===== config.mk =====
export PLATFORM = sky130hd
export DESIGN_NAME = ddas_fadd
export DESIGN_NICKNAME = d
export VERILOG_FILES = /design/src/rtl/ddas_pkg.sv /design/src/rtl/ddas_fadd.sv
export SDC_FILE = /design/constraint.sdc
export NUM_CORES = 1
export LEC_CHECK = 0
export BUFFER_PORTS_ARGS = -buffer_cell sky130_fd_sc_hd__buf_2
export CAP_MARGIN = 10
export CORE_MARGIN = 5
export CORE_UTILIZATION = 51
export CTS_CLUSTER_SIZE = 10
export DETAILED_ROUTE_END_ITERATION = 6
export PLACE_DENSITY = 0.69
export SLEW_MARGIN = 15
export SYNTH_ARGS = -nofsm -noshare
export SYNTH_HDL_FRONTEND = slang
export SYNTH_SLANG_ARGS = --single-unit

===== constraint.sdc =====
create_clock -name i_clk -period 8.6 [get_ports i_clk]
set_clock_uncertainty 0.1 [all_clocks]
set_input_delay 1.72 -clock i_clk [delete_from_list [all_inputs] [get_ports i_clk]]
set_output_delay 1.72 -clock i_clk [all_outputs]
set_load 0.02 [all_outputs]

===== src/rtl/ddas_pkg.sv =====
// ----------------------------------------------------------------------------
// ddas_pkg
// Shared constants and types for the double-double plus double adder.
// ----------------------------------------------------------------------------
package ddas_pkg;

    localparam int          FADD_LAT  = 4;
    localparam int          NUM_LEVEL = 5;
    localparam logic [63:0] CANON_NAN = 64'h7FF8_0000_0000_0000;
    localparam logic [10:0] EXP_ONES  = 11'h7FF;

    typedef struct packed {
        logic        p;
        logic [63:0] hi;
        logic [63:0] lo;
        logic [63:0] a;
        logic [63:0] s1;
        logic [63:0] x2;
        logic [63:0] y2;
        logic [63:0] x3;
        logic [63:0] y3;
        logic [63:0] x4;
    } t_ctx;

endpackage


===== src/rtl/ddas_fadd.sv =====
// ----------------------------------------------------------------------------
// ddas_fadd
// Four-stage binary64 adder/subtractor, round to nearest even.
// Stages: unpack and swap, align and add, normalise, round and pack.
// ----------------------------------------------------------------------------
module ddas_fadd import ddas_pkg::*; (
    input  logic        i_clk,
    input  logic        i_en,
    input  logic [63:0] i_a,
    input  logic [63:0] i_b,
    input  logic        i_sub,
    output logic [63:0] o_sum
);

    // stage 1
    logic        b_s, a_nan, b_nan, a_inf, b_inf, swap;
    logic [63:0] big, sml;
    logic        n1_spec;
    logic [63:0] n1_sval;
    logic        r1_sl, r1_ss, r1_spec;
    logic [10:0] r1_el, r1_es;
    logic [52:0] r1_ml, r1_ms;
    logic [63:0] r1_sval;

    always_comb begin
        b_s   = i_b[63] ^ i_sub;
        a_nan = (i_a[62:52] == EXP_ONES) && (i_a[51:0] != 52'd0);
        b_nan = (i_b[62:52] == EXP_ONES) && (i_b[51:0] != 52'd0);
        a_inf = (i_a[62:52] == EXP_ONES) && (i_a[51:0] == 52'd0);
        b_inf = (i_b[62:52] == EXP_ONES) && (i_b[51:0] == 52'd0);
        swap  = i_b[62:0] > i_a[62:0];
        big   = swap ? {b_s, i_b[62:0]} : i_a;
        sml   = swap ? i_a : {b_s, i_b[62:0]};
        n1_spec = a_nan | b_nan | a_inf | b_inf;
        if (a_nan || b_nan || (a_inf && b_inf && (i_a[63] != b_s))) begin
            n1_sval = CANON_NAN;
        end else if (a_inf) begin
            n1_sval = {i_a[63], EXP_ONES, 52'd0};
        end else begin
            n1_sval = {b_s, EXP_ONES, 52'd0};
        end
    end

    always_ff @(posedge i_clk) begin
        if (i_en) begin
            r1_sl   <= big[63];
            r1_ss   <= sml[63];
            r1_el   <= big[62:52];
            r1_es   <= sml[62:52];
            r1_ml   <= {big[62:52] != 11'd0, big[51:0]};
            r1_ms   <= {sml[62:52] != 11'd0, sml[51:0]};
            r1_spec <= n1_spec;
            r1_sval <= n1_sval;
        end
    end

    // stage 2
    logic [10:0] el, es, dd;
    logic [55:0] ml56, ms56, shd, sm;
    logic        st;
    logic [56:0] n2_sum;
    logic [56:0] r2_sum;
    logic [10:0] r2_e;
    logic        r2_sign, r2_zsign, r2_spec;
    logic [63:0] r2_sval;

    always_comb begin
        el   = (r1_el == 11'd0) ? 11'd1 : r1_el;
        es   = (r1_es == 11'd0) ? 11'd1 : r1_es;
        dd   = el - es;
        ml56 = {r1_ml, 3'b000};
        ms56 = {r1_ms, 3'b000};
        if (dd >= 11'd56) begin
            shd = 56'd0;
            st  = |r1_ms;
        end else begin
            shd = ms56 >> dd[5:0];
            st  = |(ms56 & ~({56{1'b1}} << dd[5:0]));
        end
        sm = {shd[55:1], shd[0] | st};
        if (r1_sl ^ r1_ss) begin
            n2_sum = {1'b0, ml56} - {1'b0, sm};
        end else begin
            n2_sum = {1'b0, ml56} + {1'b0, sm};
        end
    end

    always_ff @(posedge i_clk) begin
        if (i_en) begin
            r2_sum   <= n2_sum;
            r2_e     <= el;
            r2_sign  <= r1_sl;
            r2_zsign <= r1_sl & r1_ss;
            r2_spec  <= r1_spec;
            r2_sval  <= r1_sval;
        end
    end

    // stage 3
    logic [5:0]  lz;
    logic [10:0] lim, shn;
    logic [55:0] n3_m;
    logic [11:0] n3_e;
    logic [55:0] r3_m;
    logic [11:0] r3_e;
    logic        r3_sign, r3_zsign, r3_zero, r3_spec;
    logic [63:0] r3_sval;

    always_comb begin
        lz = 6'd56;
        for (int i = 0; i < 56; i++) begin
            if (r2_sum[i]) lz = 6'(55 - i);
        end
        lim = r2_e - 11'd1;
        shn = ({5'd0, lz} > lim) ? lim : {5'd0, lz};
        if (r2_sum[56]) begin
            n3_m = {r2_sum[56:2], r2_sum[1] | r2_sum[0]};
            n3_e = {1'b0, r2_e} + 12'd1;
        end else begin
            n3_m = r2_sum[55:0] << shn;
            n3_e = {1'b0, r2_e} - {1'b0, shn};
        end
    end

    always_ff @(posedge i_clk) begin
        if (i_en) begin
            r3_m     <= n3_m;
            r3_e     <= n3_e;
            r3_sign  <= r2_sign;
            r3_zsign <= r2_zsign;
            r3_zero  <= (r2_sum == 57'd0);
            r3_spec  <= r2_spec;
            r3_sval  <= r2_sval;
        end
    end

    // stage 4
    logic        inc;
    logic [53:0] mr;
    logic [51:0] frac;
    logic [12:0] e2;
    logic [10:0] expf;
    logic [63:0] n4_sum;
    logic [63:0] r4_sum;

    always_comb begin
        inc  = r3_m[2] & (r3_m[1] | r3_m[0] | r3_m[3]);
        mr   = {1'b0, r3_m[55:3]} + {53'd0, inc};
        frac = mr[53] ? mr[52:1] : mr[51:0];
        e2   = mr[53] ? ({1'b0, r3_e} + 13'd1) : {1'b0, r3_e};
        expf = (mr[53] | mr[52]) ? e2[10:0] : 11'd0;
        if (r3_spec) begin
            n4_sum = r3_sval;
        end else if (r3_zero) begin
            n4_sum = {r3_zsign, 63'd0};
        end else if (e2 >= 13'd2047) begin
            n4_sum = {r3_sign, EXP_ONES, 52'd0};
        end else begin
            n4_sum = {r3_sign, expf, frac};
        end
    end

    always_ff @(posedge i_clk) begin
        if (i_en) begin
            r4_sum <= n4_sum;
        end
    end

    assign o_sum = r4_sum;

endmodule


==> reports/qor.yml <==
synthAdderAreaFrac_pct: 8.217
gr-total-overflow: 0
status: "completed"
p_seq_share_pct: 31.3
cp_max_fo: 47
fin_tns_setup_ns: 0
yosys_warnings: 0
synth_compound_area_share_pct: 19.57
syn_inst: 3612
worstMarginPinSlew_ns: 1.099
synth_area_leader_cell: "edfxtp_1"
crit_family: "simple AND/OR/NAND/NOR gates"
synth.most_common_cell: "nand2_1"
synth_top_area_share_pct: 32.65
ys_ff_latch: 344
grt_antenna_before_repair: 2
path_buf_inv: 3
placed_area_um2: 33520
synth_area_um2: 31640
worstPathRequired_ns: 8.85
cts_max_level: 2
hold_viol: 0
wl_met3_um: 8405
wl_met2_um: 50160
pwr_density_cell_nw_per_um2: 238.9
grt_pass1_wl_um: 166900
drv_cap: 0
wire_per_inst_um: 24.03
final_area_um2: 34720
coreArea_um2: 61600
hold_ws_ns: 0.3201
placementRows: 91
ys_types: 96
p_sw_share_pct: 43.65
io_buffers: 194
period_share_pct: 95.33
async_reset_ff_share_pct: 0
ir_worst_vdd_uv: 169.0
grt_max_degree: 136
rsz0062_at_grt: "no"
worstSetupStartpointType: "flip-flop"
seq_area_um2: 10330
clk_pin_slew_ns: 0.05
grt_use_total_pct: 31.73
intPower_w: 0.004675
clk_path_buf_depth: 3
synth-edff-count: 344
hold_buffers: 0
power_w: 0.008295
synth-xor-area-share_pct: 3.646
fmax_mhz: 122.0
topRoutingLayerUsed: "met5"
power_switching_w: 0.003621
gp_congestion: 1.009
dr_total_vias: 29060
routed_via_density: 6.361
drive_gt1_share_pct: 13.54
drcViolationCount: 0
cts_tree: "yes"
initial_core_util_pct: 51.37
cp-end-kind: "flip-flop"
antenna_left: 0
routed_wirelength_um: 109800
synth_area_leaders: "edfxtp_1 (33%), ha_1 (8.0%), mux2i_1 (7.1%), a21oi_1 (4.8%), nand2_1 (4.7%)"
synth_common_cells: "nand2_1 (399), edfxtp_1 (344), a21oi_1 (302), nor2_1 (279), o21ai_0 (239)"
drt-met1-wl_um: 43180
cts.sinks: 344
nets: 4055
multiInputGateArea_um2: 19620
layout_min_cycle_time_ns: 8.198
die_width_um: 259.1
n_fill_cell: 5631
hpwl_um: 86670
drtIter0Drc: 3176
synth_top_family_by_area: "compound AO/OA/AOI/OAI gates"
grt_pass1_vias: 27670
synth-simple-area-share_pct: 17.12
synth.avg_cell_area_um2: 8.760
slew_violations: 0
mappedNetlistNets: 3949
clk_latency_ns: 0.59
worst_path_max_delay_cell: "fa_4"
critPathArrivalTime_ns: 8.45
numCtsBuffers: 42
slew_headroom_pct: 26.76
fp.dieH_um: 259.1
max_stage_delay_ns: 1.22
setup-violations-final: 0
critPathKind: "flip-flop to flip-flop"
dieArea_um2: 67130
synthMuxAreaShare_pct: 13.02
first_pass_iters: 6
clock_power_share_pct: 19.1
io_pins: 195
clock-root-buffer: "clkbuf_16"
leakage_nw: 14.77
fin_ws_ns: 0.4016
ys.flop_type: "edfxtp_1"
p_comb_share_pct: 49.6
hold_class: "flip-flop to flip-flop"
preCtsSetupSlack_ns: 0.2284
area_growth_pct: 9.736
seq_area_frac_synth_pct: 32.65
-- what timing repair did --
item / CTS / global route
resized for setup: 0 / 1
buffers inserted: 0 / 0
endpoints found under the setup margin: 0 / 3
-- worst paths after layout --
path,cells after the start,endpoint,start,slack (ns)
hold / removal,0,r3_sval[51]$_DFFE_PP_,r2_sval[51]$_DFFE_PP_,0.32
setup reg to reg,28,r2_sum[44]$_DFFE_PP_,r1_es[8]$_DFFE_PP_,0.40
hold reg to reg,0,r3_sval[51]$_DFFE_PP_,r2_sval[51]$_DFFE_PP_,0.32
setup / recovery,28,r2_sum[44]$_DFFE_PP_,r1_es[8]$_DFFE_PP_,0.40
-- per-layer routing --
layer / vias up / track usage (%)
met5: - / 0
met4: 2 / 18.68
met3: 333 / 4.182
met2: 1507 / 52.03
met1: 13630 / 40.29
li1: 13590 / -
-- logic make-up after synthesis --
kind of cell	count (synthesis)
muxes	357
xor gates and xnor gates	130
buffers and inverters	444
DFF	344
adders and majority gates	206
and+or+nand+nor	1151
AOI/OAI and AO/OA	980
-- cells in the final DEF, fill, tap and decap left out, drive strengths merged, types with 19 or more instances in the layout --
cell	n
a211oi	35
a21o	64
a21oi	304
a31oi	38
and3	29
buf	285
clkbuf	46
edfxtp	344
ha	203
inv	219
mux2	97
mux2i	226
mux4	34
nand2	399
nand2b	39
nand3	76
nand4	60
nor2	280
nor2b	40
nor3	69
nor4	76
o211ai	29
o21a	19
o21ai	246
o21bai	45
o22ai	25
or3	21
xnor2	80
xor2	50
-- area by class of cell --
cell class / instances / share of cell area, %
Clock inverter: 11 / 0.3567
Tap cell: 837 / 3.016
Timing Repair Buffer: 285 / 4.901
Clock buffer: 46 / 3.070
Sequential cell: 344 / 29.75
Multi-Input combinational cell: 2824 / 56.51
Inverter: 221 / 2.389
Antenna cell: 1 / 0.007207
-- metrics by stage --
stage	instances	utilization (%)
floorplan	3612	-
detailed placement	4511	54.42
finish	4569	56.37
global route	4568	56.36
CTS	4568	56.35
global placement	4511	54.42
-- power groups by stage --
stage | Clock (W) | Sequential [W] | Combinational (W)
2_1_floorplan | 0 | 0.00246 | 0.00280
3_3_place_gp | 0 | 0.00260 | 0.00400
3_5_place_dp | 0 | 0.00261 | 0.00399
4_1_cts | 0.00161 | 0.00258 | 0.00401
5_1_grt | 0.00168 | 0.00262 | 0.00443
6_report | 0.00158 | 0.00260 | 0.00411
-- flip-flops by register name (all words and copies together) (netlist names) --
register and cells:
r3_spec 1, r3_zero 1, r1_sval 2, r2_spec 1, r1_ml 53, r3_sval 2, r2_sign 1, r1_sl 1
r3_sign 1, r1_es 11, r2_sum 57, r2_zsign 1, r3_e 12, r1_ss 1, r1_spec 1, o_sum 64
r2_e 11, r1_ms 53, r1_el 11, r2_sval 2, r3_m 56, r3_zsign 1
Power figures use the tool's default switching activity.
